`src/alpha_blit_fill_engine_defines.svh`:
```
// ---------------------------------------------------------------------------
// alpha_blit_fill_engine_defines.svh
// Assertion macros shared by the alpha blit / fill engine.
// ---------------------------------------------------------------------------
`ifndef ALPHA_BLIT_FILL_ENGINE_DEFINES_SVH
`define ALPHA_BLIT_FILL_ENGINE_DEFINES_SVH

// Same-cycle implication, sampled on clk, off while arst_n is low
`define ABFE_ASSERT_NOW(label, ante, cons, msg) \
	label: assert property (@(posedge clk) disable iff (!arst_n) (ante) |-> (cons)) \
		else $error(msg);

// Next-cycle implication, sampled on clk, off while arst_n is low
`define ABFE_ASSERT_NEXT(label, ante, cons, msg) \
	label: assert property (@(posedge clk) disable iff (!arst_n) (ante) |=> (cons)) \
		else $error(msg);

`endif

```
`src/abfe_pkg.sv`:
```
// ---------------------------------------------------------------------------
// abfe_pkg
// Types, constants and pixel math for the alpha blit / fill engine.
// ---------------------------------------------------------------------------
`default_nettype none

package abfe_pkg;

	// Frame store depth default
	localparam int ABFE_FRAME_PIXELS = 65536;

	// Linear index before the store range check: 9-bit column plus 9x9-bit row product
	localparam int IDX_W = 18;

	// Result queue sizing (power of two)
	localparam int QUEUE_DEPTH = 4;
	localparam int QPTR_W      = $clog2(QUEUE_DEPTH);
	localparam int QCNT_W      = $clog2(QUEUE_DEPTH + 1);

	localparam logic [31:0] ALPHA_OPAQUE = 32'hFF00_0000;
	localparam logic [7:0]  CHAN_MAX     = 8'd255;

	typedef enum logic [1:0] {
		FUNC_BLEND = 2'd0,
		FUNC_FILL  = 2'd1,
		FUNC_READ  = 2'd2,
		FUNC_NONE  = 2'd3
	} func_t;

	typedef enum logic [2:0] {
		CFG_SRC_ORG_X  = 3'd0,
		CFG_SRC_ORG_Y  = 3'd1,
		CFG_SRC_WIDTH  = 3'd2,
		CFG_SRC_HEIGHT = 3'd3,
		CFG_DST_ORG_X  = 3'd4,
		CFG_DST_ORG_Y  = 3'd5,
		CFG_DST_WIDTH  = 3'd6,
		CFG_DST_HEIGHT = 3'd7
	} cfg_idx_t;

	typedef struct packed {
		func_t       func;
		logic [11:0] off_x;
		logic [11:0] off_y;
		logic [31:0] pixel;
		logic [15:0] read_index;
	} in_item_t;

	typedef struct packed {
		logic        written;
		logic        clipped;
		logic [15:0] index_out;
		logic [31:0] pixel_out;
	} out_item_t;

	typedef struct packed {
		logic signed [12:0] src_org_x;
		logic signed [12:0] src_org_y;
		logic [12:0]        src_width;
		logic [12:0]        src_height;
		logic signed [12:0] dst_org_x;
		logic signed [12:0] dst_org_y;
		logic [8:0]         dst_width;
		logic [8:0]         dst_height;
	} cfg_t;

	// Item entering the read-modify-write stage
	typedef struct packed {
		logic             valid;
		func_t            func;
		logic             ok;
		logic [IDX_W-1:0] idx;
		logic [31:0]      pixel;
	} stage_t;

	// Frame store read request
	typedef struct packed {
		logic             en;
		logic [IDX_W-1:0] idx;
	} rdreq_t;

	// floor((s*a + d*(255-a)) / 255), exact for sums below 2^16
	function automatic logic [7:0] mix_chan(input logic [7:0] s, input logic [7:0] d,
		input logic [7:0] a);
		logic [15:0] sum;
		logic [16:0] t;
		sum = {8'd0, s} * {8'd0, a} + {8'd0, d} * {8'd0, CHAN_MAX - a};
		t   = {1'b0, sum} + {9'd0, sum[15:8]} + 17'd1;
		return t[15:8];
	endfunction

	function automatic logic [31:0] blend_px(input logic [31:0] src, input logic [31:0] dst);
		return {ALPHA_OPAQUE[31:24],
			mix_chan(src[23:16], dst[23:16], src[31:24]),
			mix_chan(src[15:8],  dst[15:8],  src[31:24]),
			mix_chan(src[7:0],   dst[7:0],   src[31:24])};
	endfunction

endpackage

`default_nettype wire

```
`src/abfe_outq.sv`:
```
// ---------------------------------------------------------------------------
// abfe_outq
// Small result queue that decouples the pipeline from output backpressure.
// ---------------------------------------------------------------------------
`default_nettype none

module abfe_outq
	import abfe_pkg::*;
(
	input  wire logic      clk,
	input  wire logic      arst_n,
	input  wire logic      push,
	input  wire out_item_t push_item,
	input  wire logic      pop,
	output logic           out_valid,
	output out_item_t      out_item
);

	out_item_t          entries [QUEUE_DEPTH];
	logic [QPTR_W-1:0]  wr_ptr_q, rd_ptr_q;
	logic [QCNT_W-1:0]  cnt_q;
	logic               pop_fire;

	assign out_valid = (cnt_q != '0);
	assign out_item  = entries[rd_ptr_q];
	assign pop_fire  = out_valid && pop;

	// Store pushed item
	always_ff @(posedge clk) begin
		if (push) begin
			entries[wr_ptr_q] <= push_item;
		end
	end

	// Advance pointers and fill count
	always_ff @(posedge clk or negedge arst_n) begin
		if (!arst_n) begin
			wr_ptr_q <= '0;
			rd_ptr_q <= '0;
			cnt_q    <= '0;
		end else begin
			if (push) begin
				wr_ptr_q <= wr_ptr_q + QPTR_W'(1);
			end
			if (pop_fire) begin
				rd_ptr_q <= rd_ptr_q + QPTR_W'(1);
			end
			if (push && !pop_fire) begin
				cnt_q <= cnt_q + QCNT_W'(1);
			end else if (!push && pop_fire) begin
				cnt_q <= cnt_q - QCNT_W'(1);
			end
		end
	end

endmodule

`default_nettype wire

```
`config.mk`:
```
export PLATFORM = sky130hd
export DESIGN_NAME = abfe_outq
export DESIGN_NICKNAME = d
export VERILOG_FILES = /design/src/alpha_blit_fill_engine_defines.svh /design/src/abfe_pkg.sv /design/src/abfe_outq.sv
export SDC_FILE = /design/constraint.sdc
export NUM_CORES = 1
export LEC_CHECK = 0
export ABC_CLOCK_PERIOD_IN_PS = 2200
export BUFFER_PORTS_ARGS = -buffer_cell sky130_fd_sc_hd__buf_2
export CELL_PAD_IN_SITES_DETAIL_PLACEMENT = 1
export CELL_PAD_IN_SITES_GLOBAL_PLACEMENT = 1
export CORE_AREA = 4 4 129 255
export CTS_CLUSTER_DIAMETER = 150
export DETAILED_ROUTE_END_ITERATION = 12
export DIE_AREA = 0 0 133 259
export GPL_TIMING_DRIVEN = 0
export PLACE_DENSITY = 0.5
export SYNTH_ARGS = -nofsm -noshare
export SYNTH_HDL_FRONTEND = slang
export SYNTH_SLANG_ARGS = --single-unit
```
`constraint.sdc`:
```
create_clock -name clk -period 2.2 [get_ports clk]
set_input_delay 0.22 -clock clk [delete_from_list [all_inputs] [get_ports clk]]
set_output_delay 0.22 -clock clk [all_outputs]
set_load 0.1 [all_outputs]
```
* Word level (Yosys, flattened, before mapping)
Memories as Yosys holds them, arrays and structs flattened.
Cells that the tools add are included.
W data, S select, Z words.
** Cells by class
- Add/subtract/negate cells :: 4
- Mux-type cells :: 4
- Reductions and logical operators :: 7
** Operators by type and width (count)
- $mux W3 :: 2
- $add A2 B1 Y2 const B :: 2
- $add A3 B1 Y3 const B :: 1
- $logic_and A1 B1 Y1 :: 3
- $reduce_bool A3 Y1 :: 1
- $sub A3 B1 Y3 const B :: 1
- $logic_not A1 Y1 :: 2
- $mux W1 :: 2
- $reduce_bool A2 Y1 :: 1
** Word-level totals
- Bits in registers :: 7
- RAM bits :: 200
- Input bits :: 54
- Logic and storage cells :: 19
- Memories :: 1
** Memories
- entries :: depth 4, width 50, rd ports 1, clocked after memory_dff 0, write ports 1, RTL line abfe_outq.sv:19 : out_item_t entries [QUEUE_DEPTH];

* Longest topological paths before layout
Gate-level depths: netlist of the first run.
- Depth in word-level cells :: 5
- Depth in mapped cells :: 8
- Gate-level depth less buffers :: 8

* Least setup slack after synthesis of the first run
Ideal clock, no wire load.
- Path type :: reg2reg
- Start point :: register cnt_q[0]
- End point :: register cnt_q[2]
- Arrival :: 2.457 ns
- Setup slack :: -0.336 ns
- Stages on the path, launching flop included :: 9
- Buffers on the path :: 0
- Clock period less this slack :: 2.536 ns
- Path through :: dfrtp_1 -> or3_1 -> nand2_1 -> ha_1 -> inv_1 -> fa_1 -> xor2_1 -> nor2_1 -> xor2_1
** Between the ends
- Longest elaborated chain between the ends :: 5
- Elaborated cells on any way between the ends :: 10
** RTL lines
- from (decl) :: RTL line abfe_outq.sv:21 : logic [QCNT_W-1:0] cnt_q;
- from (signal assigned) :: RTL line abfe_outq.sv:49 : cnt_q <= cnt_q + QCNT_W'(1);
- from (signal assigned) :: RTL line abfe_outq.sv:51 : cnt_q <= cnt_q - QCNT_W'(1);
- $reduce_bool A3 Y1 (*) :: RTL line abfe_outq.sv:24 : assign out_valid = (cnt_q != '0);
- net out_valid :: RTL line abfe_outq.sv:15 : output logic out_valid,
- $logic_and A1 B1 Y1 (*) :: RTL line abfe_outq.sv:26 : assign pop_fire = out_valid && pop;
- $logic_not A1 Y1 :: RTL line abfe_outq.sv:48 : if (push && !pop_fire) begin
- $logic_and A1 B1 Y1 :: RTL line abfe_outq.sv:48
- $mux W3 / $reduce_bool A2 Y1 (equally long branches)
The timed path passes the listed nets; every way through them passes the cells marked *. The select of a mux whose other input is x is not followed.
A chain may end at the register's enable or synchronous reset.

==> flow_summary.toml, run 1 <==
[critical_path]
worst-endpoint-required_ns = 1.98
cp_cell_sequence = "buf_12, buf_12, mux4_2, buf_8"
arrival_ns = 1.95
crit_type = "flip-flop to output port"
crit_path_start_kind = "flip-flop"
endpoint_kind = "output port"
cp_max_fo = 10
slowest_stage = "mux4_2"
cpPeakStageDelay_ns = 0.56
cp_common_cell = "buf_12"

[route]
drt-met1-wl_um = 5680
vias = 3577
drt_iter0_markers = 206
first_pass_iters = 5
wirelength_um = 16600
post_drt_wl_per_cell_um = 18.5
drtAntennaViolNets = 0
drc = 0
dr_wl_met3_um = 566
top_layer = "met4"
via_per_inst = 3.98
wl_met2_um = 9970

[grt]
grt_max_degree = 51
grt_pass1_wl_um = 25200
grt_use_total_pct = 9.68
gr-total-overflow = 0
grt_pass1_vias = 4284
antenna_found_initial = 0

[timing]
slew_violations = 0
holdWs_ns = 0.0336
slew_headroom_pct = 42.3
worst_slew_pin_slew_ns = 0.866
period_needed_ns = 2.17
clock.fmax_mhz = 461
fin_crit_sh_pct = 98.7
setup_viol = 0
clock-skew-final_ns = 0.0122
hold_viol = 0
grt_setup_unrepaired = "true"
layout_setup_ws_ns = 0.0296

[die]
die-area_um2 = 34400
dieHeight_um = 259
start_util_pct = 24.8
die_x_um = 133
fp.coreArea_um2 = 30900
num_io_pins = 105
rows = 91

[final_layout]
syn2layout_area_growth_pct = 32.1
final_cell_count_no_fill = 899
layout.nets = 533
layout-drive-gt1-share_pct = 40.1
diodes = 0
layout_commonest_cell = "edfxtp_1"
final_cell_mix = "edfxtp_1 (200), buf_2 (56), dlygate4sd3_1 (51), mux4_2 (48), buf_6 (40)"
fin_area_um2 = 10100

[cts]
insertion_delay_ns = 0.48
cts_buffer_depth = 3
h-tree-depth = 1
cts_root_buffer = "clkbuf_16"
clkTransAtPathRegs_ns = 0.07
cts_buffers = 19
cts.sink_count = 207
cts_tree = "done"

[yosys]
yosys.area_share.simple_pct = 0.620
yosysWarnings = 0
synth_area_per_cell_um2 = 26.0
synth-xor-area-share_pct = 0.686
synth_compound_area_share_pct = 0.0653
synth_seq_area_share_pct = 80.6
synth_cell_types = 20
ys_ff_latch = 207
syn_area_um2 = 7660
synth-adder-area-share_pct = 1.08
syn-num-nets = 355
synth_mux_area_share_pct = 14.9
synth_top_family_by_area = "multiplexers"
syn_inst = 295

[status]
status = "completed"

[place]
dp_slack_ns = 0.0685
hpwlAfterDp_um = 10400
globalplace.congestion = 0.705
place_inst = 817
placed_area_um2 = 8720
io_buffers = 104

[hold_path]
hold_path.class = "input port to flip-flop"

[run]
max-cap-violations = 0
==> layer usage <==
metal	up-vias	global-route usage, %
met4	0	3.67
met1	1891	9.70
met3	20	1.49
li1	1601	-
met5	-	0
met2	65	19.5
==> flip-flops by register name, indices dropped and copies added, names as in the netlist <==
register,count
entries,200
cnt_q,3
rd_ptr_q,2
wr_ptr_q,2
==> stage by stage <==
stage / utilization (%) / setup TNS (ns)
after floorplan: - / 0
after global placement: 28.2 / -116.41
after detailed placement: 28.3 / 0
after CTS: 32.7 / -0.427
after global routing: 32.8 / -0.620
final: 32.8 / 0
==> critical path: cells and delay by family, from the launching register on <==
family   cells  cell delay, ns
mux          1            0.56
buf+inv      3            0.52
flops        1            0.38
==> layout make-up <==
class / instances / area [µm²]
plain buffers: 11 / 158
fillers: 3085 / 20700
repair buffers: 158 / 1390
inverters: 3 / 11.3
flip-flops and latches: 207 / 6180
clock buffers: 23 / 490
clock inverters: 6 / 23.8
well taps: 418 / 523
multi-input cells: 73 / 1350
==> final timing paths <==
check | start | endpoint | slack, ns | depth (start not counted)
worst max register to register | cnt_q[0] | cnt_q[2] | 0.13 | 8
min in group asynchronous | arst_n | cnt_q[2] | 0.10 | 2
worst min-delay path | pop | rd_ptr_q[0] | 0.03 | 3
worst min register to register | cnt_q[2] | cnt_q[2] | 0.49 | 1
worst max-delay path | rd_ptr_q[0] | out_item[24] | 0.03 | 4
max in group asynchronous | arst_n | rd_ptr_q[1] | 1.92 | 2
==> synth_stat cells <==
cell / n / area, µm²
nand3_1: 1 / 5.00
buf_2: 5 / 25.0
clkbuf_1: 1 / 3.75
buf_6: 1 / 11.3
mux4_1: 2 / 52.6
edfxtp_1: 200 / 6010
nor2_1: 1 / 3.75
dfrtp_1: 7 / 175
ha_1: 5 / 62.6
o21ai_0: 1 / 5.00
fa_1: 1 / 20.0
or3_1: 1 / 6.26
xnor2_1: 3 / 26.3
inv_1: 3 / 11.3
nand2_1: 2 / 7.51
xor2_1: 3 / 26.3
and2_1: 4 / 25.0
mux2_2: 1 / 11.3
mux4_2: 48 / 1080
buf_12: 5 / 100
==> kinds of logic (layout without fill, tap and decap cells) <==
| logic type | after synthesis | count (layout) |
|---|---|---|
| xor+xnor | 6 | 6 |
| compound gates | 1 | 1 |
| mux | 51 | 51 |
| buf+inv | 15 | 201 |
| fa+ha+maj | 6 | 6 |
| simple gates | 9 | 9 |
| flops | 207 | 207 |
==> timing repair <==
action,4_1_cts,5_1_grt
hold buffers,51,0
resized for setup,109,4
endpoints found under the hold margin,207,0
buffers inserted,1,2
endpoints found under the setup margin,49,46
pin swaps,0,0
Power of run 1 is not shown: default switching activity piles up to over one toggle a cycle in this logic, so the estimate is an artifact.
==> inputs of run 2 (changes only) <==
--- a/config.mk
+++ b/config.mk
@@ -15,6 +15,7 @@
 export DIE_AREA = 0 0 133 259
 export GPL_TIMING_DRIVEN = 0
 export PLACE_DENSITY = 0.5
+export SETUP_SLACK_MARGIN = 0.3
 export SYNTH_ARGS = -nofsm -noshare
 export SYNTH_HDL_FRONTEND = slang
 export SYNTH_SLANG_ARGS = --single-unit
==> flow_summary.toml, run 2 (synthesized netlist as in run 1, its figures left out) <==
[die]
fp.coreArea_um2 = 30900
start_util_pct = 24.8
rows = 91
num_io_pins = 105
dieHeight_um = 259
die-area_um2 = 34400
die_x_um = 133

[timing]
layout_setup_ws_ns = 0.0149
fin_crit_sh_pct = 99.3
slew_violations = 0
clock.fmax_mhz = 458
worst_slew_pin_slew_ns = 0.858
slew_headroom_pct = 42.8
setup_tns_ns = 0
grt_setup_unrepaired = "true"
hold_viol = 0
period_needed_ns = 2.19
holdWs_ns = 0.0379
setup_viol = 0
clock-skew-final_ns = 0.0237

[hold_path]
hold_path.class = "input port to flip-flop"
min_from = "pop"
whs_path_depth = 3
min_to = "rd_ptr_q[1]"

[critical_path]
endpoint_kind = "output port"
worst-endpoint-required_ns = 1.98
arrival_ns = 1.97
r2r_start = "cnt_q[2]"
crit_path_start_kind = "flip-flop"
cp_max_fo = 10
crit_type = "flip-flop to output port"
ff2ff_path_depth = 8
r2r_end = "cnt_q[2]"
reg2reg_slack_ns = 0.34

[final_layout]
top_regs = "entries: 200 flops, cnt_q: 3 flops"
multiInputGateArea_um2 = 1380
layout.nets = 545
layout_commonest_cell = "edfxtp_1"
final_cell_mix = "edfxtp_1 (200), buf_2 (54), dlygate4sd3_1 (51), mux4_2 (49), buf_6 (25)"
n_fill_cell = 3061
layout-drive-gt1-share_pct = 43.5
seqCellArea_um2 = 6180
syn2layout_area_growth_pct = 35.9
final_core_util_pct = 33.8
regMostFlops = "entries"
diodes = 0
largest_register_ff_count = 200

[route]
vias = 3645
first_pass_iters = 4
via_per_inst = 3.98
drt_iter0_markers = 164
post_drt_wl_per_cell_um = 18.9
drc = 0
wirelength_um = 17300
drtAntennaViolNets = 0

[grt]
grt_use_total_pct = 9.97
grt_pass1_wl_um = 25900
met1_usage_pct = 10.2
gr-total-overflow = 0
use_met2_pct = 19.8
grt_max_degree = 51
grt_pass1_vias = 4317
use_met3_pct = 1.57
antenna_found_initial = 0
top_usage_layer = "met2"

[place]
globalplace.congestion = 0.668
io_buffers = 104
dp_slack_ns = 0.179
hpwlAfterDp_um = 10300

[cts]
cts_tree = "done"
cts_root_buffer = "clkbuf_16"
cts.sink_count = 207
insertion_delay_ns = 0.50
cts_buffer_depth = 3
cts_buffers = 19
clkTransAtPathRegs_ns = 0.06
h-tree-depth = 1

[run]
max-cap-violations = 0

[status]
status = "completed"
## run 2: final cells by class
class / instances / area share [%]
tap: 418 / 5.02
clock buffer: 23 / 4.71
multi-input combinational: 75 / 13.3
sequential: 207 / 59.3
buffer: 12 / 1.67
timing repair buffer: 167 / 15.3
clock inverter: 10 / 0.540
inverter: 3 / 0.108
## run 2: worst max-delay path: stages, from the launching register on
cell,delay [ns]
dfrtp_1,0.37
buf_12,0.16
buf_12,0.16
mux4_2,0.56
buf_8,0.20
## run 2: metal layers
layer  up-vias  routed length, µm
li1       1632                  -
met1      1913               5870
met2        76              10400
met3        24                653
met4         0                407
met5         -                  0
## run 2: timing repair
action / 4_1_cts / 5_1_grt
hold buffers: 51 / 0
setup buffers: 6 / 6
endpoints found under the hold margin: 207 / 0
pin swaps: 6 / 5
setup endpoints to repair: 52 / 135
gates resized for setup: 146 / 11
cloned: 0 / 2
## run 2: worst max-delay path by stage
stage | cells past startpoint | slack, ns | end | start
floorplan | 8 | 0.15 | cnt_q[2] | cnt_q[1]
global placement | 3 | -0.1 | entries[2][8] | wr_ptr_q[0]
detailed placement | 4 | 0.18 | out_item[6] | rd_ptr_q[1]
CTS | 4 | -0.05 | out_item[6] | rd_ptr_q[0]
global route | 4 | -0.06 | out_item[42] | rd_ptr_q[0]
finish | 4 | 0.01 | out_item[42] | rd_ptr_q[0]
## run 2: stage by stage
stage	instances	cell area [µm²]
after global placement	817	8740
after floorplan	295	7690
after detailed placement	817	8740
after CTS	907	10300
final	915	10400
after global routing	915	10400
Power of run 2 is left out for the same reason.
