$ cat src/alpha_blit_fill_engine_defines.svh
// ---------------------------------------------------------------------------
// alpha_blit_fill_engine_defines.svh
// Assertion macros shared by the alpha blit / fill engine.
// ---------------------------------------------------------------------------
`ifndef ALPHA_BLIT_FILL_ENGINE_DEFINES_SVH
`define ALPHA_BLIT_FILL_ENGINE_DEFINES_SVH

// Same-cycle implication, sampled on clk, off while arst_n is low
`define ABFE_ASSERT_NOW(label, ante, cons, msg) \
	label: assert property (@(posedge clk) disable iff (!arst_n) (ante) |-> (cons)) \
		else $error(msg);

// Next-cycle implication, sampled on clk, off while arst_n is low
`define ABFE_ASSERT_NEXT(label, ante, cons, msg) \
	label: assert property (@(posedge clk) disable iff (!arst_n) (ante) |=> (cons)) \
		else $error(msg);

`endif

$ cat src/abfe_pkg.sv
// ---------------------------------------------------------------------------
// abfe_pkg
// Types, constants and pixel math for the alpha blit / fill engine.
// ---------------------------------------------------------------------------
`default_nettype none

package abfe_pkg;

	// Frame store depth default
	localparam int ABFE_FRAME_PIXELS = 65536;

	// Linear index before the store range check: 9-bit column plus 9x9-bit row product
	localparam int IDX_W = 18;

	// Result queue sizing (power of two)
	localparam int QUEUE_DEPTH = 4;
	localparam int QPTR_W      = $clog2(QUEUE_DEPTH);
	localparam int QCNT_W      = $clog2(QUEUE_DEPTH + 1);

	localparam logic [31:0] ALPHA_OPAQUE = 32'hFF00_0000;
	localparam logic [7:0]  CHAN_MAX     = 8'd255;

	typedef enum logic [1:0] {
		FUNC_BLEND = 2'd0,
		FUNC_FILL  = 2'd1,
		FUNC_READ  = 2'd2,
		FUNC_NONE  = 2'd3
	} func_t;

	typedef enum logic [2:0] {
		CFG_SRC_ORG_X  = 3'd0,
		CFG_SRC_ORG_Y  = 3'd1,
		CFG_SRC_WIDTH  = 3'd2,
		CFG_SRC_HEIGHT = 3'd3,
		CFG_DST_ORG_X  = 3'd4,
		CFG_DST_ORG_Y  = 3'd5,
		CFG_DST_WIDTH  = 3'd6,
		CFG_DST_HEIGHT = 3'd7
	} cfg_idx_t;

	typedef struct packed {
		func_t       func;
		logic [11:0] off_x;
		logic [11:0] off_y;
		logic [31:0] pixel;
		logic [15:0] read_index;
	} in_item_t;

	typedef struct packed {
		logic        written;
		logic        clipped;
		logic [15:0] index_out;
		logic [31:0] pixel_out;
	} out_item_t;

	typedef struct packed {
		logic signed [12:0] src_org_x;
		logic signed [12:0] src_org_y;
		logic [12:0]        src_width;
		logic [12:0]        src_height;
		logic signed [12:0] dst_org_x;
		logic signed [12:0] dst_org_y;
		logic [8:0]         dst_width;
		logic [8:0]         dst_height;
	} cfg_t;

	// Item entering the read-modify-write stage
	typedef struct packed {
		logic             valid;
		func_t            func;
		logic             ok;
		logic [IDX_W-1:0] idx;
		logic [31:0]      pixel;
	} stage_t;

	// Frame store read request
	typedef struct packed {
		logic             en;
		logic [IDX_W-1:0] idx;
	} rdreq_t;

	// floor((s*a + d*(255-a)) / 255), exact for sums below 2^16
	function automatic logic [7:0] mix_chan(input logic [7:0] s, input logic [7:0] d,
		input logic [7:0] a);
		logic [15:0] sum;
		logic [16:0] t;
		sum = {8'd0, s} * {8'd0, a} + {8'd0, d} * {8'd0, CHAN_MAX - a};
		t   = {1'b0, sum} + {9'd0, sum[15:8]} + 17'd1;
		return t[15:8];
	endfunction

	function automatic logic [31:0] blend_px(input logic [31:0] src, input logic [31:0] dst);
		return {ALPHA_OPAQUE[31:24],
			mix_chan(src[23:16], dst[23:16], src[31:24]),
			mix_chan(src[15:8],  dst[15:8],  src[31:24]),
			mix_chan(src[7:0],   dst[7:0],   src[31:24])};
	endfunction

endpackage

`default_nettype wire

$ cat src/abfe_addr.sv
// ---------------------------------------------------------------------------
// abfe_addr
// Clip checks and frame store index, two pipeline stages; issues the read.
// ---------------------------------------------------------------------------
`default_nettype none

module abfe_addr
	import abfe_pkg::*;
#(
	parameter int FRAME_PIXELS = ABFE_FRAME_PIXELS
) (
	input  wire logic     clk,
	input  wire logic     arst_n,
	input  wire logic     in_fire,
	input  wire in_item_t in_item,
	input  wire cfg_t     cfg,
	output rdreq_t        rdreq,
	output stage_t        stage_s2
);

	logic [13:0] dxo, dyo, sxi, syi;
	logic        dst_in, src_in, inside_c;
	logic [IDX_W-1:0] prod_c;

	logic        valid_s1;
	func_t       func_s1;
	logic        inside_s1;
	logic [8:0]  xo_s1;
	logic [IDX_W-1:0] prod_s1;
	logic [31:0] pixel_s1;
	logic [15:0] ridx_s1;

	logic [IDX_W-1:0] idx_c;
	logic        in_range_c, ok_c;

	logic             valid_s2;
	func_t            func_s2;
	logic             ok_s2;
	logic [IDX_W-1:0] idx_s2;
	logic [31:0]      pixel_s2;

	// Stage 1: surface coordinates, clip tests, row offset product
	always_comb begin
		dxo = {cfg.dst_org_x[12], cfg.dst_org_x} + {2'b00, in_item.off_x};
		dyo = {cfg.dst_org_y[12], cfg.dst_org_y} + {2'b00, in_item.off_y};
		sxi = {cfg.src_org_x[12], cfg.src_org_x} + {2'b00, in_item.off_x};
		syi = {cfg.src_org_y[12], cfg.src_org_y} + {2'b00, in_item.off_y};
		dst_in = !dxo[13] && (dxo[12:0] < {4'd0, cfg.dst_width}) &&
			!dyo[13] && (dyo[12:0] < {4'd0, cfg.dst_height});
		src_in = !sxi[13] && (sxi[12:0] < cfg.src_width) &&
			!syi[13] && (syi[12:0] < cfg.src_height);
		inside_c = dst_in && (in_item.func != FUNC_BLEND || src_in);
		// Row below the 9-bit height whenever inside, so nine bits are enough
		prod_c = {9'd0, dyo[8:0]} * {9'd0, cfg.dst_width};
	end

	always_ff @(posedge clk or negedge arst_n) begin
		if (!arst_n) begin
			valid_s1 <= 1'b0;
		end else begin
			valid_s1 <= in_fire;
		end
	end

	always_ff @(posedge clk) begin
		func_s1   <= in_item.func;
		inside_s1 <= inside_c;
		xo_s1     <= dxo[8:0];
		prod_s1   <= prod_c;
		pixel_s1  <= in_item.pixel;
		ridx_s1   <= in_item.read_index;
	end

	// Stage 2: linear index, store range check, read request
	always_comb begin
		if (func_s1 == FUNC_READ) begin
			idx_c = {2'd0, ridx_s1};
		end else begin
			idx_c = prod_s1 + {9'd0, xo_s1};
		end
		in_range_c = {14'd0, idx_c} < 32'(FRAME_PIXELS);
		unique case (func_s1)
			FUNC_BLEND, FUNC_FILL: ok_c = inside_s1 && in_range_c;
			FUNC_READ:             ok_c = in_range_c;
			FUNC_NONE:             ok_c = 1'b0;
		endcase
		rdreq.en  = valid_s1 && ok_c && (func_s1 == FUNC_READ || func_s1 == FUNC_BLEND);
		rdreq.idx = idx_c;
	end

	always_ff @(posedge clk or negedge arst_n) begin
		if (!arst_n) begin
			valid_s2 <= 1'b0;
		end else begin
			valid_s2 <= valid_s1;
		end
	end

	always_ff @(posedge clk) begin
		func_s2  <= func_s1;
		ok_s2    <= ok_c;
		idx_s2   <= idx_c;
		pixel_s2 <= pixel_s1;
	end

	assign stage_s2 = '{valid: valid_s2, func: func_s2, ok: ok_s2, idx: idx_s2,
		pixel: pixel_s2};

endmodule

`default_nettype wire

$ cat config.mk
export PLATFORM = sky130hd
export DESIGN_NAME = abfe_addr
export DESIGN_NICKNAME = d
export VERILOG_FILES = /design/src/alpha_blit_fill_engine_defines.svh /design/src/abfe_pkg.sv /design/src/abfe_addr.sv
export SDC_FILE = /design/constraint.sdc
export NUM_CORES = 1
export LEC_CHECK = 0
export BUFFER_PORTS_ARGS = -buffer_cell sky130_fd_sc_hd__buf_2
export CAP_MARGIN = 20
export CORE_MARGIN = 1
export CORE_UTILIZATION = 55
export CTS_CLUSTER_SIZE = 24
export DETAILED_ROUTE_END_ITERATION = 12
export GPL_TIMING_DRIVEN = 1
export PLACE_DENSITY_LB_ADDON = 0.1
export SKIP_CTS_REPAIR_TIMING = 1
export SLEW_MARGIN = 25
export SYNTH_ARGS = -nofsm -noshare
export SYNTH_HDL_FRONTEND = slang
export SYNTH_SLANG_ARGS = --single-unit
$ cat constraint.sdc
create_clock -name clk -period 6.7 [get_ports clk]
set_input_delay 1.34 -clock clk [delete_from_list [all_inputs] [get_ports clk]]
set_output_delay 1.34 -clock clk [all_outputs]
set_load 0.1 [all_outputs]
* Yosys cells after proc, flatten, opt, wreduce, memory -nomap -nowiden
Index checks and enable logic that the tools add are counted.
** Word-level totals
- Register bits after elaboration :: 133
- Input bits :: 173
- Logic and storage cells :: 47
** Operators by class
- Add/sub/neg operators :: 5
- $mul :: 1
- Order comparisons :: 5
- Equal/unequal tests :: 3
- Mux-type cells :: 2
- Reductions and logical operators :: 19
** Operators with widths (number)
- $add 13x13->14 :: 4
- $lt 13x13->1 :: 2
- $lt 13x9->1 :: 2
- $add 18x9->18 :: 1
- $lt 18x17->1 const B :: 1
- $mul 9x9->18 :: 1
- $mux 18 :: 1
- $logic_and 1x1->1 :: 10
- $eq 2x2->1 const B :: 2
- $logic_not 1->1 :: 4
- $pmux 1 s3 :: 1
- $eq 2x1->1 const B :: 1
- $logic_not 2->1 :: 1
- $logic_or 1x1->1 :: 2
- $reduce_bool 2->1 :: 1
- $reduce_or 2->1 :: 1

* Longest topological paths before layout
Gate-level depths: netlist of the first run.
- Word-level depth :: 7
- Depth in mapped cells :: 26

* Least setup slack after synthesis of the first run
No wires, ideal clock.
- Kind :: input-to-reg
- From :: input port in_item[48] (netlist bit)
- To :: register prod_s1[17]
- Setup time :: 72 ps
- Arrival :: 6528 ps
- Path slack :: 99 ps
- Stages :: 24
- Path buffers :: 0
- Path through :: ha_1 > inv_1 > fa_1 > and2b_1 > o2111ai_1 > nand3b_1 > xor2_1 > nand2_1 > fa_1 > inv_1 > fa_1 > inv_1 > fa_1 > fa_1 > inv_1 > ha_1 > o21ai_0 > o21a_1 > o21ai_0 > a41o_1 > o41ai_2 > o21bai_1 > a21oi_1 > xnor2_1
** Between the ends
- Word-level cells in the longest chain between the ends :: 2
** Ends and longest elaborated chain
- from (decl) :: RTL line abfe_addr.sv:15 : input wire in_item_t in_item,
- $add 13x13->14 :: RTL line abfe_addr.sv:45 : dyo = {cfg.dst_org_y[12], cfg.dst_org_y} + {2'b00, in_item.off_y};
- $mul 9x9->18 :: RTL line abfe_addr.sv:54 : prod_c = {9'd0, dyo[8:0]} * {9'd0, cfg.dst_width};
- net prod_c[17] :: RTL line abfe_addr.sv:23 : logic [IDX_W-1:0] prod_c;
- to (signal assigned) :: RTL line abfe_addr.sv:69 : prod_s1 <= prod_c;
- to (decl) :: RTL line abfe_addr.sv:29 : logic [IDX_W-1:0] prod_s1;
The timed path passes the listed nets, and every way through them passes these cells.

* Final worst setup path of the first run
- From :: input port in_item[48] (netlist bit)
- To :: register prod_s1[16]
Same word-level chain as after synthesis.

==> metrics.txt, run 1 <==
Layout area overhead 24.46%; antenna diode count 0; post-synth top area cell sky130_fd_sc_hd__dfxtp_1; clock latency reported for the late side of the worst-skew pair between 0.4 and 0.5 ns; global placer's final weighted congestion 0.8582; Most used DFF post-synth sky130_fd_sc_hd__dfxtp_1; count of cells along the worst hold path 0; end point of the most critical hold path pixel_s2[14]$_DFF_P_; data arrival time of the worst path about 6.7 ns; transition at the pin with the smallest max-transition slack around 0.65 ns; Max-Cap Viols 0; Layout Skew around 0.008 ns; nature of the critical path startpoint input pin; Flop pwr share between 15 and 20%; cell type group with the largest total delay on the critical path adder cells; proportion of layout cells with a drive suffix above 1 about 25%; total area of sequential cells between 2000 and 3000 um2; nature of the critical path endpoint register; TritonCTS sink count between 100 and 150; Rows 46; number of buffers created by CTS 17; number of flops mapped to enable cells by yosys 0; Max Clk Rate about 160 MHz; share of the cycle needed by the critical path after routing 95.27%; Hold Vio Cnt, Final 0; post-synthesis sequential element count roughly 130; Final Net Count approximately 1,600; antenna violations before repair 0; detailed-route vias per instance about 5.1; most used standard cells in the synthesized netlist sky130_fd_sc_hd__ha_1, sky130_fd_sc_hd__dfxtp_1, sky130_fd_sc_hd__inv_1; Chip Width 130.6 um; count leader, synth sky130_fd_sc_hd__ha_1; syn_nets between 1,000 and 1,500; top cells by area in the synthesized netlist sky130_fd_sc_hd__dfxtp_1, sky130_fd_sc_hd__ha_1, sky130_fd_sc_hd__fa_1, sky130_fd_sc_hd__inv_1, sky130_fd_sc_hd__xnor2_1; Post-Synthesis Cells between 900 and 1,000; die area approximately 17,000 um2; Clock power frac 16.8%; vias roughly 7,500; area of all placed cells without fillers ~11,000 um2; combinational share of power approximately 65%; sequential element share of the synthesized area roughly 30%; starting utilization of the core area 56.84%; cell-internal power between 0.002 and 0.003 W; depth of the most critical reg-to-reg path 11; vias in the first global route 7,417; synthesized area approximately 9100 um2; Port Buffer Count roughly 250; setup slack on the worst flop-to-flop path between 4 and 5 ns; DRC 0; Worst Path Buf+Inv 6; total chip power 0.005565 W; DR iter-0 viols 290; Worst EP required between 7 and 8 ns; reg2reg end ok_s2$_DFF_P_; standby leakage power roughly 5.8 nW; pwr dens around 490 nW/um2; distinct cell type count after synthesis 65; mean instance size in the synthesized netlist around 9.3 um2; clk slew on worst S/H paths 0.06 ns; pin count of the biggest net entering global routing 25; final worst path period need about 6.4 ns; type of the worst setup path in2reg; multi-input logic area between 5000 and 6000 um2; type of the worst min-delay path reg2reg; final slew viol count 0; Routed WL between 15,000 and 20,000 um; maximum fanout encountered on the critical timing path 7; area fraction of the dominant cell type after synthesis 28.83%; worst reg2reg path startpoint xo_s1[0]$_DFF_P_; most used cell along the critical path sky130_fd_sc_hd__fa_1; maximum buffer depth of the clock tree 2; filler instances roughly 1,300; average wire per standard cell roughly 14 um; placed inst area between 10,000 and 15,000 um2; min-delay src pixel_s1[14]$_DFF_P_; estimated wirelength of the detail-placed design around 17,000 um; synthesis warning total 0; fraction of registers with async set or reset after synthesis 1.504%; remaining global-route overflow 0; core area approximately 16,000 um2; Rel. slew slack a little under three fifths; overall routing resource usage a little under a quarter; total iterations of the first detailed-routing run 6; number of primary I/O pins roughly 250; worst slack, placed -0.06443 ns; H-tree levels 4; stage delay of the slowest cell on the critical path roughly 0.55 ns; wire length of the first global-routing pass approximately 32,000 um; root buffer selected by CTS sky130_fd_sc_hd__clkbuf_16; post-route antenna net violation count 0; peak supply drop 481.2 uV; final hold slack about 0.32 ns; fin worst setup slack roughly 0.32 ns; Final setup viols 0; result of the run complete, no violations; CTS tree done; Slowest cell on crit path sky130_fd_sc_hd__fa_1; switching power share of the total between 50% and 60%; Switch Pwr approximately 0.0028 W; Die Span Y between 100 and 150 um
## how the worst max path moves through the flow
| stage | slack, ns | end | cells past startpoint | start |
|---|---|---|---|---|
| CTS | 0.36 | prod_s1[17]$_DFF_P_ | 26 | in_item[48] |
| global placement | 0.08 | prod_s1[17]$_DFF_P_ | 26 | in_item[48] |
| floorplan | 0.1 | prod_s1[17]$_DFF_P_ | 24 | in_item[48] |
| detailed placement | -0.06 | prod_s1[17]$_DFF_P_ | 26 | in_item[48] |
| global route | -0.01 | prod_s1[16]$_DFF_P_ | 25 | in_item[48] |
| finish | 0.32 | prod_s1[16]$_DFF_P_ | 25 | in_item[48] |
## power groups by stage
stage	Sequential [W]	Clock (W)	Combinational (W)
2_1_floorplan	0.00148	0	0.00236
3_3_place_gp	0.00104	0	0.00351
3_5_place_dp	0.00105	0	0.00355
4_1_cts	0.00103	0.000948	0.00358
5_1_grt	0.00105	0.000987	0.00397
6_report	0.00103	0.000934	0.00360
## state kept, by name (all words and copies together) (netlist names)
name and cells:
ok_s2 1, pixel_s1 32, valid_s2 1, xo_s1 9, prod_s1 18, ridx_s1 16, pixel_s2 32, func_s1 2
inside_s1 1, idx_s2 18, func_s2 2, valid_s1 1
## layer usage
| layer | vias up | track usage, % | wire length, um |
|---|---|---|---|
| li1 | 3835 | - | - |
| met1 | 3460 | 27.16 | 8425 |
| met2 | 220 | 45.19 | 10150 |
| met5 | - | 0 | 0 |
| met3 | 25 | 4.235 | 1071 |
| met4 | 0 | 7.573 | 354 |
## cells in the final DEF (no fill, tap or decap), types with 19 or more instances in the layout
master	count
sky130_fd_sc_hd__buf_2	245
sky130_fd_sc_hd__ha_1	135
sky130_fd_sc_hd__dfxtp_1	131
sky130_fd_sc_hd__inv_1	129
sky130_fd_sc_hd__nand2_1	88
sky130_fd_sc_hd__nor2_1	56
sky130_fd_sc_hd__fa_1	55
sky130_fd_sc_hd__a21oi_1	51
sky130_fd_sc_hd__xnor2_1	42
sky130_fd_sc_hd__and2_1	39
sky130_fd_sc_hd__o21ai_0	33
sky130_fd_sc_hd__buf_4	20
sky130_fd_sc_hd__xor2_1	19
## stage by stage
stage / std cells / utilization, % / TNS, ns
6_report: 1476 / 70.75 / 0
5_1_grt: 1476 / 70.75 / -0.01050
4_1_cts: 1476 / 70.65 / 0
3_5_place_dp: 1444 / 66.83 / -0.09958
3_3_place_gp: 1444 / 66.83 / 0
2_1_floorplan: 974 / - / 0
## area by class of cell
| type | instances | share of cell area, % |
|---|---|---|
| Timing Repair Buffer | 265 | 12.16 |
| Multi-Input combinational cell | 701 | 52.16 |
| Tap cell | 216 | 2.388 |
| Inverter | 129 | 4.278 |
| Clock buffer | 17 | 3.758 |
| Clock inverter | 15 | 1.647 |
| Sequential cell | 133 | 23.61 |
## logic make-up (layout without fill, tap and decap cells)
| kind of cell | after synthesis | after routing | synth area share, % |
|---|---|---|---|
| muxes | 1 | 1 | 0.1238 |
| AOI/OAI and AO/OA | 179 | 179 | 13.48 |
| adders and majority gates | 190 | 190 | 30.68 |
| buffers and inverters | 140 | 426 | 5.860 |
| DFF | 133 | 133 | 29.39 |
| and+or+nand+nor | 270 | 270 | 14.60 |
| xor gates and xnor gates | 61 | 61 | 5.874 |
## worst reg2reg max path, stage by stage (launching register included)
cell and delay [ns]:
sky130_fd_sc_hd__dfxtp_1 0.33, sky130_fd_sc_hd__ha_1 0.16, sky130_fd_sc_hd__inv_1 0.05, sky130_fd_sc_hd__fa_1 0.39
sky130_fd_sc_hd__nor2b_1 0.12, sky130_fd_sc_hd__o21a_1 0.13, sky130_fd_sc_hd__o21ai_1 0.10, sky130_fd_sc_hd__a211oi_1 0.42
sky130_fd_sc_hd__o21a_1 0.23, sky130_fd_sc_hd__nor4b_1 0.07, sky130_fd_sc_hd__a41oi_1 0.30, sky130_fd_sc_hd__o21ai_0 0.13
No activity file was read; power rests on OpenSTA's default activity.
==> run 2, diff against run 1 <==
- ABC_AREA: default -> 1
- CORE_UTILIZATION: 55 -> 49
- clock period: 6.7 -> 5.45 ns (I/O delays scaled with it)
==> metrics.txt, run 2 <==
most common cell after layout, fill and taps aside sky130_fd_sc_hd__nand2_1; top cells by area in the synthesized netlist sky130_fd_sc_hd__dfxtp_1, sky130_fd_sc_hd__ha_1, sky130_fd_sc_hd__fa_1, sky130_fd_sc_hd__nand2_1, sky130_fd_sc_hd__inv_1; nature of the critical path endpoint register; share of the cycle needed by the critical path after routing between 90% and 100%; post-route antenna net violation count 0 (unchanged); number of primary I/O pins 246 (unchanged); Slowest cell on crit path sky130_fd_sc_hd__fa_1; setup slack on the worst flop-to-flop path 3.41 ns (-0.70 ns); Switch Pwr 0.003719 W (+33%); total iterations of the first detailed-routing run 5 (-1); min-delay src pixel_s1[11]$_DFF_P_; Final setup viols 0 (unchanged); die area 19,980 um2 (+17%); post-synthesis sequential element count 133 (unchanged); total chip power 0.007430 W (+34%); clock latency reported for the late side of the worst-skew pair 0.41 ns (about the same); type of the worst min-delay path reg2reg; average wire per standard cell 12.79 um (-5.6%); maximum fanout encountered on the critical timing path 4 (-3); maximum buffer depth of the clock tree 2 (unchanged); combinational share of power 68.8% (+4.1 points); estimated wirelength of the detail-placed design 19,420 um (+16%); synthesized area 9513 um2 (+4.6%); cell type group with the largest total delay on the critical path adder cells; detailed-route vias per instance 4.726 (-7.5%); final standard cell count with taps included and fillers excluded 1,793 (+21%); Die Span Y 141.3 um (+8.2%); transition at the pin with the smallest max-transition slack 0.6063 ns (-0.04280 ns); vias in the first global route 8,217 (+11%); reg2reg end idx_s2[10]$_DFF_P_; wire length of the first global-routing pass 37,060 um (+15%); Worst EP required 5.78 ns (-1.26 ns); result of the run complete, no violations; Chip Width 141.3 um (+8.2%); Layout Skew 0.008188 ns (+0.0001795 ns); nature of the critical path startpoint input pin; pin count of the biggest net entering global routing 20 (-20%); Max Clk Rate 188.1 MHz; end point of the most critical hold path pixel_s2[11]$_DFF_P_; Most used DFF post-synth sky130_fd_sc_hd__dfxtp_1; final slew viol count 0 (unchanged); syn_nets 1,559 (+17%); root buffer selected by CTS sky130_fd_sc_hd__clkbuf_16; data arrival time of the worst path 5.65 ns (-1.07 ns); count of cells along the worst hold path 0 (unchanged); number of flops mapped to enable cells by yosys 0 (unchanged); synthesis warning total 0 (unchanged); Port Buffer Count 245 (unchanged); Routed WL 22,930 um (+15%); TritonCTS sink count 133 (unchanged); Layout area overhead 30.94%; number of buffers created by CTS 17 (unchanged); area fraction of the dominant cell type after synthesis 27.57% (-1.3 points); standby leakage power 6.931 nW (+19%); starting utilization of the core area 50.35% (-6.5 points); Placed Instances 1,757 (+22%); core area 18,890 um2 (+18%); post-layout utilization of the core 65.93% (-4.8 points); antenna diode count 0 (unchanged); DR iter-0 viols 291 (+0.34%); mean instance size in the synthesized netlist 7.954 um2 (-15%); clk slew on worst S/H paths 0.06 ns (about the same); Clock power frac 14.3% (-2.5 points); peak supply drop 490.7 uV (+2.0%); final worst path period need approximately 5.3 ns; proportion of layout cells with a drive suffix above 1 28.25% (+3.2 points); global placer's final weighted congestion 0.9346 (+8.9%); type of the worst setup path in2reg; Flop pwr share 16.9% (-1.6 points); Post-Synthesis Cells 1,196 (+23%); count leader, synth sky130_fd_sc_hd__nand2_1; worst reg2reg path startpoint xo_s1[0]$_DFF_P_; Hold Vio Cnt, Final 0 (unchanged); RSZ-0062 raised after global routing yes; Final Net Count 1,883 (+17%); antenna violations before repair 0 (unchanged); pwr dens 596.5 nW/um2 (+21%); post-synth top area cell sky130_fd_sc_hd__dfxtp_1; Worst Path Buf+Inv 7 (+1); sequential element share of the synthesized area 28.09% (-1.3 points); depth of the most critical reg-to-reg path 10 (-1); switching power share of the total 50.05% (-0.35 points); Top Registers pixel_s1 (32), pixel_s2 (32); stage delay of the slowest cell on the critical path 0.58 ns (+0.03 ns); Max-Cap Viols 0 (unchanged); commonest non-fill, non-tap cells in the layout sky130_fd_sc_hd__nand2_1, sky130_fd_sc_hd__buf_2, sky130_fd_sc_hd__inv_1; most used standard cells in the synthesized netlist sky130_fd_sc_hd__nand2_1, sky130_fd_sc_hd__inv_1, sky130_fd_sc_hd__ha_1; H-tree levels 4 (unchanged); remaining global-route overflow 0 (unchanged); Rel. slew slack 59.33% (+3.7 points); distinct cell type count after synthesis 42 (-35%); overall routing resource usage 23.41% (-0.53 points); CTS tree done; filler instances 1,691 (+32%); DRC 0 (unchanged); Rows 50 (+8.7%); cell-internal power 0.003711 W (+34%); most used cell along the critical path sky130_fd_sc_hd__fa_1; fraction of registers with async set or reset after synthesis 1.504% (unchanged); vias 8,473 (+12%)
run 2: changes by cell type after synthesis, sizes merged, moves of 24 or more:
cell	before	now
nand3	11	59
a21oi	54	78
xnor2	42	18
inv	129	218
and2	39	0
nor2	57	91
nand2	88	272
run 2: cell families (layout without fill, tap and decap cells):
kind of cell	Yosys count	after routing	share of synthesized area, %
flops	133	133	28.09
fa+ha+maj	190	190	29.33
compound gates	140	140	8.615
xor+xnor	50	50	4.998
simple gates	456	456	19.91
buf+inv	227	564	9.049
run 2: power by group through the flow:
stage	sequential [W]	combinational (W)	clock [W]
2_1_floorplan	0.00179	0.00300	0
3_3_place_gp	0.00127	0.00471	0
3_5_place_dp	0.00128	0.00476	0
4_1_cts	0.00126	0.00481	0.00108
5_1_grt	0.00127	0.00561	0.00113
6_report	0.00126	0.00511	0.00106
run 2: how the worst max path moves through the flow:
stage	endpoint	slack, ns	startpoint	depth (start not counted)
4_1_cts	prod_s1[16]$_DFF_P_	-0.02	in_item[48]	24
6_report	prod_s1[15]$_DFF_P_	0.13	in_item[48]	25
3_3_place_gp	prod_s1[16]$_DFF_P_	-0.35	in_item[48]	23
2_1_floorplan	prod_s1[16]$_DFF_P_	-0.05	in_item[48]	24
3_5_place_dp	prod_s1[16]$_DFF_P_	-0.48	in_item[48]	23
5_1_grt	prod_s1[16]$_DFF_P_	-0.03	in_item[48]	24
run 2: stage by stage:
step | setup TNS, ns | instance area (um2) | hold slack (ns) | setup slack [ns]
after floorplan | -0.05440 | 9694 | 0.3096 | -0.05440
after detailed placement | -2.737 | 11700 | 0.3121 | -0.4796
after global routing | -0.04598 | 12460 | 0.3277 | -0.02598
final | 0 | 12460 | 0.3259 | 0.1345
after CTS | -0.02347 | 12260 | 0.3261 | -0.02347
after global placement | -1.877 | 11700 | 0.3096 | -0.3515
run 2: layout make-up:
type                            count  area (um2)  share of cell area [%]
Multi-Input combinational cell    836        6321                   50.75
Timing Repair Buffer              313        1752                   14.06
Tap cell                          260       325.3                   2.612
Clock buffer                       17       425.4                   3.415
Sequential cell                   133        2673                   21.46
Inverter                          219       822.0                   6.600
Clock inverter                     15       137.6                   1.105
run 2: layer usage:
| layer | global-route usage, % | wire, um | part of all wire, % | vias up |
|---|---|---|---|---|
| li1 | - | - | - | 4453 |
| met4 | 6.579 | 351 | 1.5 | 0 |
| met1 | 27.70 | 10090 | 44 | 3802 |
| met2 | 43.30 | 11530 | 50 | 195 |
| met3 | 3.982 | 962 | 4.2 | 23 |
| met5 | 0 | 0 | 0 | - |
